--- src/design/idbaf_pkg.sv ---
// package for the input debounce bank with autofire
// shared types, register codes and reset values; no dependencies
`default_nettype none

package idbaf_pkg;

    // configuration port
    localparam int CFG_IDX_W  = 3;
    localparam int CFG_DATA_W = 16;

    localparam logic [CFG_IDX_W-1:0] REG_DEBOUNCE_LIMIT  = 3'd0;
    localparam logic [CFG_IDX_W-1:0] REG_AUTOFIRE_ENABLE = 3'd1;
    localparam logic [CFG_IDX_W-1:0] REG_AUTOFIRE_BUTTON = 3'd2;
    localparam logic [CFG_IDX_W-1:0] REG_BURST_LENGTH    = 3'd3;
    localparam logic [CFG_IDX_W-1:0] REG_PRESS_TICKS     = 3'd4;
    localparam logic [CFG_IDX_W-1:0] REG_PERIOD_TICKS    = 3'd5;

    // reset values of the registers
    localparam logic [6:0]  RST_DEBOUNCE_LIMIT = 7'd5;
    localparam logic [7:0]  RST_BURST_LENGTH   = 8'd3;
    localparam logic [7:0]  RST_PRESS_TICKS    = 8'd9;
    localparam logic [15:0] RST_PERIOD_TICKS   = 16'd54;

    // count ceiling of the integrating counter
    localparam logic [6:0] COUNT_MAX = 7'h7f;
    // burst counter saturation
    localparam logic [7:0] PULSES_MAX = 8'hff;

    // one entry of the counter memory
    typedef struct packed {
        logic       pressed;
        logic [6:0] count;
    } t_counter;

    // autofire settings handed to the autofire unit
    typedef struct packed {
        logic        enable;
        logic [4:0]  button;
        logic [7:0]  burst_length;
        logic [7:0]  press_ticks;
        logic [15:0] period_ticks;
    } t_af_cfg;

endpackage

`default_nettype wire

--- src/design/idbaf_ctr_ram.sv ---
// counter memory: one entry per button, registered read, one write port
// valid bits make never-written entries read as zero; uses idbaf_pkg
`default_nettype none

module idbaf_ctr_ram #(
    parameter int DEPTH  = 32,
    parameter int ADDR_W = 5
) (
    input  wire                      i_clk,
    input  wire                      i_rst_n,
    input  wire                      i_rd_en,
    input  wire [ADDR_W-1:0]         i_rd_addr,
    output idbaf_pkg::t_counter      o_rd_data,
    input  wire                      i_wr_en,
    input  wire [ADDR_W-1:0]         i_wr_addr,
    input  idbaf_pkg::t_counter      i_wr_data
);

    idbaf_pkg::t_counter r_mem [DEPTH];
    logic [DEPTH-1:0]    r_valid;
    idbaf_pkg::t_counter r_q;
    logic                r_q_valid;

    always_ff @(posedge i_clk) begin
        if (i_wr_en) begin
            r_mem[i_wr_addr] <= i_wr_data;
        end
        if (i_rd_en) begin
            r_q <= r_mem[i_rd_addr];
        end
    end

    always_ff @(posedge i_clk) begin
        if (!i_rst_n) begin
            r_valid   <= '0;
            r_q_valid <= 1'b0;
        end else begin
            if (i_wr_en) begin
                r_valid[i_wr_addr] <= 1'b1;
            end
            if (i_rd_en) begin
                r_q_valid <= r_valid[i_rd_addr];
            end
        end
    end

    assign o_rd_data = r_q_valid ? r_q : '0;

endmodule

`default_nettype wire

--- src/design/idbaf_autofire.sv ---
// autofire unit: press detect with lockout, burst counter and pulse generator
// replaces the raw level of the chosen button; uses idbaf_pkg
`default_nettype none

module idbaf_autofire (
    input  wire                 i_clk,
    input  wire                 i_rst_n,
    input  idbaf_pkg::t_af_cfg  i_cfg,
    input  wire                 i_en,
    input  wire [7:0]           i_idx,
    input  wire                 i_level,
    output logic                o_level
);

    logic [15:0] r_phase;
    logic [7:0]  r_pulses;
    logic [7:0]  r_lockout;
    logic [15:0] n_phase;
    logic [7:0]  n_pulses;
    logic [7:0]  n_lockout;
    logic        w_hit;
    logic [8:0]  w_sum;
    logic        w_pulse;

    assign w_hit = i_en && i_cfg.enable && (i_idx == {3'b000, i_cfg.button});
    assign w_sum = {1'b0, r_pulses} + {1'b0, i_cfg.burst_length};

    always_comb begin
        n_phase   = r_phase;
        n_pulses  = r_pulses;
        n_lockout = r_lockout;
        w_pulse   = 1'b0;
        // press detector with lockout
        if (r_lockout == 8'd0 && i_level) begin
            n_lockout = i_cfg.press_ticks;
            n_pulses  = w_sum[8] ? idbaf_pkg::PULSES_MAX : w_sum[7:0];
        end else if (r_lockout > 8'd1) begin
            n_lockout = r_lockout - 8'd1;
        end else if (r_lockout == 8'd1 && !i_level) begin
            n_lockout = 8'd0;
        end
        // pulse train
        if (n_pulses != 8'd0) begin
            w_pulse = r_phase < {8'd0, i_cfg.press_ticks};
            if (r_phase >= i_cfg.period_ticks) begin
                n_phase  = 16'd0;
                n_pulses = n_pulses - 8'd1;
            end else begin
                n_phase = r_phase + 16'd1;
            end
        end
    end

    assign o_level = w_hit ? w_pulse : i_level;

    always_ff @(posedge i_clk) begin
        if (!i_rst_n) begin
            r_phase   <= '0;
            r_pulses  <= '0;
            r_lockout <= '0;
        end else if (w_hit) begin
            r_phase   <= n_phase;
            r_pulses  <= n_pulses;
            r_lockout <= n_lockout;
        end
    end

endmodule

`default_nettype wire

--- src/design/input_debounce_bank_autofire.sv ---
// top level of the input debounce bank with autofire
// depends on idbaf_pkg, idbaf_ctr_ram and idbaf_autofire
`default_nettype none

// Debounces scan samples for a bank of buttons with 7-bit integrating counters
// kept in one memory, one entry per button (pressed bit and count). One item
// is taken every clock cycle unless back-pressure on the results holds it; each
// result passes the registered memory read, the update stage and the output
// register. A sample for the autofire button first passes the autofire unit,
// whose pulse train replaces the raw level. Back-to-back samples for the same
// button are served by forwarding the write-back value into the next item.
// Memory entries start cleared through per-entry valid bits, so there is no
// clearing pass after reset. The user writes configuration only while idle;
// the block does not enforce it.
module input_debounce_bank_autofire #(
    parameter int NUM_BUTTONS = 32
) (
    input  wire                                  i_clk,
    input  wire                                  i_rst_n,
    // configuration write port
    input  wire                                  i_cfg_we,
    input  wire [idbaf_pkg::CFG_IDX_W-1:0]       i_cfg_idx,
    input  wire [idbaf_pkg::CFG_DATA_W-1:0]      i_cfg_data,
    // input items
    input  wire                                  s_axis_tvalid,
    output logic                                 s_axis_tready,
    input  wire [15:0]                           s_axis_tdata,  // button_index[7:0], raw_level[8]
    // result items
    output logic                                 m_axis_tvalid,
    input  wire                                  m_axis_tready,
    output logic [15:0]                          m_axis_tdata   // button_out[7:0], pressed[8], changed[9]
);

    localparam int IDX_W = (NUM_BUTTONS > 1) ? $clog2(NUM_BUTTONS) : 1;

    // configuration registers
    logic [6:0]  r_debounce_limit;
    logic        r_af_enable;
    logic [4:0]  r_af_button;
    logic [7:0]  r_burst_length;
    logic [7:0]  r_press_ticks;
    logic [15:0] r_period_ticks;

    always_ff @(posedge i_clk) begin
        if (!i_rst_n) begin
            r_debounce_limit <= idbaf_pkg::RST_DEBOUNCE_LIMIT;
            r_af_enable      <= 1'b0;
            r_af_button      <= 5'd0;
            r_burst_length   <= idbaf_pkg::RST_BURST_LENGTH;
            r_press_ticks    <= idbaf_pkg::RST_PRESS_TICKS;
            r_period_ticks   <= idbaf_pkg::RST_PERIOD_TICKS;
        end else if (i_cfg_we) begin
            case (i_cfg_idx)
                idbaf_pkg::REG_DEBOUNCE_LIMIT:  r_debounce_limit <= i_cfg_data[6:0];
                idbaf_pkg::REG_AUTOFIRE_ENABLE: r_af_enable      <= i_cfg_data[0];
                idbaf_pkg::REG_AUTOFIRE_BUTTON: r_af_button      <= i_cfg_data[4:0];
                idbaf_pkg::REG_BURST_LENGTH:    r_burst_length   <= i_cfg_data[7:0];
                idbaf_pkg::REG_PRESS_TICKS:     r_press_ticks    <= i_cfg_data[7:0];
                idbaf_pkg::REG_PERIOD_TICKS:    r_period_ticks   <= i_cfg_data;
                default: ;
            endcase
        end
    end

    idbaf_pkg::t_af_cfg w_af_cfg;
    assign w_af_cfg = '{enable:       r_af_enable,
                        button:       r_af_button,
                        burst_length: r_burst_length,
                        press_ticks:  r_press_ticks,
                        period_ticks: r_period_ticks};

    // input item fields
    logic [7:0]       w_in_idx;
    logic             w_in_level;
    logic             w_in_range;
    logic [IDX_W-1:0] w_in_addr;
    logic             w_accept;
    logic             w_af_level;

    assign w_in_idx   = s_axis_tdata[7:0];
    assign w_in_level = s_axis_tdata[8];
    assign w_in_range = {1'b0, w_in_idx} < 9'(NUM_BUTTONS);
    assign w_in_addr  = w_in_idx[IDX_W-1:0];

    // update stage and output register
    logic                r_s1_vld;
    logic [7:0]          r_s1_idx;
    logic                r_s1_range;
    logic                r_s1_level;
    logic                r_s1_fwd;
    idbaf_pkg::t_counter r_s1_fwd_data;
    logic                r_out_vld;
    logic [15:0]         r_out_data;
    logic                w_s1_adv;
    logic                w_wr_en;
    idbaf_pkg::t_counter w_rd_data;
    idbaf_pkg::t_counter w_cur;
    idbaf_pkg::t_counter n_ctr;
    logic                n_changed;

    // stage one moves on when the output register is free or being emptied
    assign w_s1_adv      = r_s1_vld && (!r_out_vld || m_axis_tready);
    assign s_axis_tready = !r_s1_vld || w_s1_adv;
    assign w_accept      = s_axis_tvalid && s_axis_tready;
    assign w_wr_en       = w_s1_adv && r_s1_range;

    // autofire replaces the level of the chosen button
    idbaf_autofire u_autofire (
        .i_clk   (i_clk),
        .i_rst_n (i_rst_n),
        .i_cfg   (w_af_cfg),
        .i_en    (w_accept && w_in_range),
        .i_idx   (w_in_idx),
        .i_level (w_in_level),
        .o_level (w_af_level)
    );

    idbaf_ctr_ram #(
        .DEPTH  (NUM_BUTTONS),
        .ADDR_W (IDX_W)
    ) u_ctr_ram (
        .i_clk     (i_clk),
        .i_rst_n   (i_rst_n),
        .i_rd_en   (w_accept),
        .i_rd_addr (w_in_addr),
        .o_rd_data (w_rd_data),
        .i_wr_en   (w_wr_en),
        .i_wr_addr (r_s1_idx[IDX_W-1:0]),
        .i_wr_data (n_ctr)
    );

    // the write-back of the item ahead lands on the same edge as this read
    assign w_cur = r_s1_fwd ? r_s1_fwd_data : w_rd_data;

    // integrating counter update
    always_comb begin
        n_ctr     = w_cur;
        n_changed = 1'b0;
        if (r_s1_level) begin
            if (w_cur.count <= r_debounce_limit) begin
                if (w_cur.count == r_debounce_limit && !w_cur.pressed) begin
                    n_changed     = 1'b1;
                    n_ctr.pressed = 1'b1;
                end
                if (w_cur.count != idbaf_pkg::COUNT_MAX) begin
                    n_ctr.count = w_cur.count + 7'd1;
                end
            end
        end else begin
            if (w_cur.count != 7'd0) begin
                if (w_cur.count == 7'd1 && w_cur.pressed) begin
                    n_changed     = 1'b1;
                    n_ctr.pressed = 1'b0;
                end
                n_ctr.count = w_cur.count - 7'd1;
            end
        end
    end

    // control
    always_ff @(posedge i_clk) begin
        if (!i_rst_n) begin
            r_s1_vld  <= 1'b0;
            r_out_vld <= 1'b0;
        end else begin
            if (w_accept) begin
                r_s1_vld <= 1'b1;
            end else if (w_s1_adv) begin
                r_s1_vld <= 1'b0;
            end
            if (w_s1_adv) begin
                r_out_vld <= 1'b1;
            end else if (m_axis_tready) begin
                r_out_vld <= 1'b0;
            end
        end
    end

    // payload
    always_ff @(posedge i_clk) begin
        if (w_accept) begin
            r_s1_idx      <= w_in_idx;
            r_s1_range    <= w_in_range;
            r_s1_level    <= w_af_level;
            r_s1_fwd      <= w_wr_en && (r_s1_idx == w_in_idx);
            r_s1_fwd_data <= n_ctr;
        end
        if (w_s1_adv) begin
            r_out_data <= {6'd0,
                           r_s1_range & n_changed,
                           r_s1_range & n_ctr.pressed,
                           r_s1_idx};
        end
    end

    assign m_axis_tvalid = r_out_vld;
    assign m_axis_tdata  = r_out_data;

endmodule

`default_nettype wire
--- config.mk ---
export PLATFORM = sky130hd
export DESIGN_NAME = input_debounce_bank_autofire
export DESIGN_NICKNAME = d
export VERILOG_FILES = /design/src/design/idbaf_pkg.sv /design/src/design/idbaf_ctr_ram.sv /design/src/design/idbaf_autofire.sv /design/src/design/input_debounce_bank_autofire.sv
export SDC_FILE = /design/constraint.sdc
export NUM_CORES = 1
export LEC_CHECK = 0
export ABC_AREA = 1
export BUFFER_PORTS_ARGS = -buffer_cell sky130_fd_sc_hd__buf_4
export CORE_ASPECT_RATIO = 1.75
export CORE_MARGIN = 2
export CORE_UTILIZATION = 25
export DETAILED_ROUTE_END_ITERATION = 8
export GPL_TIMING_DRIVEN = 0
export PLACE_DENSITY = 0.42
export SLEW_MARGIN = 20
export SYNTH_ARGS = -nofsm -noshare
export SYNTH_HDL_FRONTEND = slang
export SYNTH_SLANG_ARGS = --single-unit
--- constraint.sdc ---
create_clock -name i_clk -period 5.2 [get_ports i_clk]
set_clock_uncertainty 0.05 [all_clocks]
set_input_delay 0.78 -clock i_clk [delete_from_list [all_inputs] [get_ports i_clk]]
set_output_delay 0.78 -clock i_clk [all_outputs]
set_load 0.02 [all_outputs]
== After elaboration in Yosys (flattened, before gate mapping) ==
Memories as Yosys holds them, arrays and structs flattened. A register that Yosys moved wholly into a read port is not among the register bits.
Index checks and enable logic that the tools add are counted.
Operators by class
  multiplexer cells: 33
  order comparisons: 8
  bitwise gates (word level): 3
  reduce and logical (&&, ||, !) cells: 33
  equality and inequality tests: 11
  add/subtract/negate cells: 6
Operators with widths (count)
  8-bit two-way mux: 12
  32-bit bitwise OR: 1
  1-bit two-way mux: 17
  16-bit by 1-bit adder with 16-bit output, second input constant: 1
  16-bit >= comparator: 1
  16-bit by 8-bit < comparator with 1-bit output: 1
  16-bit two-way mux: 1
  2-bit AND reduction: 8
  8-bit by 1-bit subtractor with 8-bit output, second input constant: 2
  1-bit logical AND: 12
  5-bit by 6-bit < comparator with 1-bit output, second input constant: 2
  8-bit by 8-bit adder with 9-bit output: 1
  8-bit by 1-bit equality test with 1-bit output, second input constant: 1
  8-bit by 5-bit equality test with 1-bit output: 1
  8-bit equality test: 1
  8-bit by 1-bit > comparator with 1-bit output, second input constant: 1
  8-bit logical NOT: 1
  8-bit by 6-bit < comparator with 1-bit output, second input constant: 1
  8-bit nonzero test: 1
  7-bit by 1-bit adder with 7-bit output, second input constant: 1
  7-bit by 1-bit equality test with 1-bit output, second input constant: 1
  7-bit equality test: 1
  7-bit less-or-equal comparator: 1
  7-bit two-way mux: 1
  15 further kinds: 23
Storage, ports and cells
  RAM bits: 256
  output and inout port bits: 18
  logic and storage cells: 115
  bits of input ports: 40
  memories: 1
  flip-flop bits (word level): 141
Memory list
  u_ctr_ram.r_mem: words 32, bits a word 8, read ports 1, clocked after Yosys merged registers in 1, wr ports 1, RTL line idbaf_ctr_ram.sv:19  | idbaf_pkg::t_counter r_mem [DEPTH];

== Longest topological paths before layout ==
  depth in word-level cells: 9
  mapped depth: 17
  mapped depth without buffers: 17

== Modules after synthesis ==
A second synthesis with hierarchy kept.
Second synthesis, totals
  cells, all modules: 2056
  area, all modules: 19133.4 µm²
Modules (own cells, without submodules)
  idbaf_ctr_ram: area each 12012.8 µm², sequential area each 8588.2 µm², cells each 1079, instances 1
  input_debounce_bank_autofire: area each 3624.7 µm², sequential area each 1811.7 µm², cells each 435, instances 1
  idbaf_autofire: area each 3495.9 µm², sequential area each 640.6 µm², cells each 542, instances 1

== Least setup slack after synthesis ==
No wires, ideal clock.
  path type: register to register
  from: reg r_s1_fwd
  to: reg r_s1_fwd_data[3] (netlist bit) (data pin)
  setup slack: 915 ps
  required time: 4688 ps
  stages on the path, launching flop included: 15
  setup time: 462 ps
  arrival: 3773 ps
  period minus slack after synthesis: 4285 ps
  cell sequence: edfxtp_1 > buf_4 > inv_1 > nand2_1 > inv_2 > a22oi_1 > inv_2 > ha_1 > nand4_1 > or3b_2 > o21ai_1 > nand2_1 > o21ai_0 > nand2_1 > o21ai_0
RTL lines
  start: declaration: RTL line input_debounce_bank_autofire.sv:90  | logic r_s1_fwd;
  start signal: assignment: RTL line input_debounce_bank_autofire.sv:185  | r_s1_fwd <= w_wr_en && (r_s1_idx == w_in_idx);
  end signal: assignment: RTL line input_debounce_bank_autofire.sv:186  | r_s1_fwd_data <= n_ctr;
  end: declaration: RTL line input_debounce_bank_autofire.sv:91  | idbaf_pkg::t_counter r_s1_fwd_data;

==> metrics <==
leakage power around 7.6 nW; Layout Nets ~2000; boundary pin count 58; P&R area growth vs syn 17.6%; DP Cell Count 2800; Total Power 7.54 mW; Final Critical Period 4.19 ns; max cap viols 0; met1 Use GR 0.175; drt pass-1 iters 6; post-synthesis sequential area ratio 0.605; routed vias/inst between 4 and 5; DIE WIDTH 208 um; Detail Route Antenna Nets 0; status finished clean; fmax about 240 MHz; number of H-tree levels 2; Antenna diodes 0; CTS hold repair buffers 0; drt total wl about 65000 um; Skew-Pair Late Insertion Delay around 0.6 ns; Post-synth EDFFs 293; DRC 0; Critical Path RT between 5 and 6 ns; Synth top area share 0.482; starting density of the core 0.251; Max VDD drop roughly 0.18 mV; placer congestion estimate about 0.89; vias in the first global route between 10000 and 15000; GRT busiest layer met2; global-route wire length before repair roughly 94000 um; CP Max Fanout 20; clk root buf clkbuf_16; most numerous cell in the Yosys netlist nor2_1; total CTS buffers 43; number of gates resized after CTS 0; Post-Syn Area about 18000 um2; Finished Layout Cells 2879; Congestion Overflow GR 0; total track usage 0.171; DP HPWL about 48000 um; Core Footprint roughly 73000 um2; Die H around 360 um; WS Path Type reg2reg; synthesized flop and latch total roughly 400; ys async rst share 0; fraction of layout cells with a size suffix above 1 0.106; WP data arrival roughly 4.6 ns; Final Hold Fails 0; CTS sink count 405; via count about 14000; Worst Setup Start Kind register; global-route met3 utilization 0.0244; Flop pwr share 0.483; crit share post-route 0.806; Worst Tran Pin Value about 1.1 ns; Row Count ~130; CTS tree done; crit end category register; Final TNS setup 0 ns; Switch Pwr between 1.5 and 2 mW; sw frac 0.262; Mapped Cells 1812; pin count of the biggest net entering global routing 34; WL per Instance ~23 um; Logic pwr share 0.107; Pins Over Slew Limit 0; Internal about 5.6 mW; Final Setup Violations 0; Tightest Hold Check Type in2reg; Max clock buf depth 3; clock network power share 0.410; syn avg cell area 10.1 um2; RSZ-0062 raised after global routing no; Final Util 0.295; initial DRC count roughly 1100; Synth top cells by count nor2_1, edfxtp_1, o21ai_0; yosys warns 0; initial antenna violation count 0; Area contributors post-synth edfxtp_1, dfxtp_1, nor2_1; Worst-path clk slew roughly 0.06 ns; ys flop type edfxtp_1; port bufs 44; post-synth top area cell edfxtp_1; power per cell area around 350 nW/um2; post-CTS setup buffers 0; slew margin rel. 0.231; M2 GR Usage 0.327; Die Footprint 75300 um2; Distinct cells, synth 52
cells by family after synthesis:
family	Yosys count	share of synthesized area
and+or+nand+nor	683	0.159
AOI/OAI and AO/OA	425	0.138
DFF	405	0.605
buffers and inverters	216	0.0473
adders and majority gates	49	0.0340
xor gates and xnor gates	33	0.0158
other	1	0.000206
final timing paths:
path	end	slack (ns)	from	cells past startpoint
setup reg to reg	u_ctr_ram.r_mem[13][0]	1.01	r_s1_fwd	14
hold / removal	r_s1_idx[4]	0.32	s_axis_tdata[4]	1
hold reg to reg	r_period_ticks[10]	0.41	r_period_ticks[10]	2
setup / recovery	u_ctr_ram.r_mem[13][0]	1.01	r_s1_fwd	14
cells in the final DEF, fill, tap and decap left out, types with 9 or more instances in the layout:
| cell type | instances |
|---|---|
| o22ai_1 | 25 |
| nor2_2 | 24 |
| o221ai_1 | 51 |
| o21ai_0 | 212 |
| nand4_1 | 11 |
| nand3_1 | 77 |
| a21oi_2 | 10 |
| inv_1 | 122 |
| ha_1 | 48 |
| a31oi_1 | 12 |
| a21oi_1 | 70 |
| clkbuf_1 | 88 |
| xor2_1 | 27 |
| nor3_1 | 17 |
| edfxtp_1 | 293 |
| nor2_1 | 334 |
| nand2_1 | 178 |
| clkbuf_16 | 43 |
| o211ai_1 | 9 |
| dfxtp_1 | 112 |
| nand2_2 | 16 |
| buf_4 | 52 |
layout make-up:
class | instances | area [um2]
Tap cell | 931 | 1160
Multi-Input combinational cell | 1196 | 6490
Buffer | 87 | 379
Inverter | 129 | 484
Clock buffer | 61 | 1160
Clock inverter | 18 | 211
Timing Repair Buffer | 52 | 526
Sequential cell | 405 | 11000
Fill cell | 7449 | 51200
routing by layer:
layer / vias to the layer above / wire, um
met4: 0 / 4020
met2: 410 / 35000
met5: - / 0
li1: 6569 / -
met3: 160 / 2750
met1: 6860 / 23200
state kept, by name, summed over array words and instances (netlist names), 5 cells and up:
signal and cells:
u_autofire.r_pulses 8, m_axis_tdata 10, r_s1_fwd_data 8, u_autofire.r_phase 16, u_ctr_ram.r_q 8, r_press_ticks 8, r_af_button 5, r_debounce_limit 7
u_ctr_ram.r_valid 32, r_period_ticks 16, r_burst_length 8, r_s1_idx 8, u_ctr_ram.r_mem 256, u_autofire.r_lockout 8
per-stage QoR:
| stage | worst slack [ns] | hold slack (ns) | area [um2] |
|---|---|---|---|
| 6_report | 1.01 | 0.325 | 21500 |
| 5_1_grt | 0.691 | 0.314 | 21500 |
| 4_1_cts | 1.01 | 0.301 | 21500 |
| 3_5_place_dp | 1.00 | 0.405 | 20100 |
| 3_3_place_gp | -2.09 | 0.397 | 19800 |
| 2_1_floorplan | 0.915 | 0.385 | 18300 |
critical path: stages, from the launching register on:
cell	delay, ns
edfxtp_1	0.32
buf_4	0.16
inv_1	0.05
nand2_1	0.06
inv_2	0.08
a22oi_1	0.50
inv_1	0.19
ha_1	0.32
nand2_1	0.06
or3b_2	0.51
o21ai_1	0.28
nand2_1	0.21
o21ai_1	0.49
xor2_4	0.52
buf_16	0.23
power by group through the flow:
stage | combinational (mW) | sequential [mW] | clock, mW
5_1_grt | 0.867 | 3.64 | 3.26
2_1_floorplan | 0.374 | 3.71 | 0
4_1_cts | 0.810 | 3.64 | 3.16
3_3_place_gp | 0.707 | 3.74 | 0
6_report | 0.804 | 3.64 | 3.09
3_5_place_dp | 0.809 | 3.71 | 0
Power figures use the tool's default switching activity.
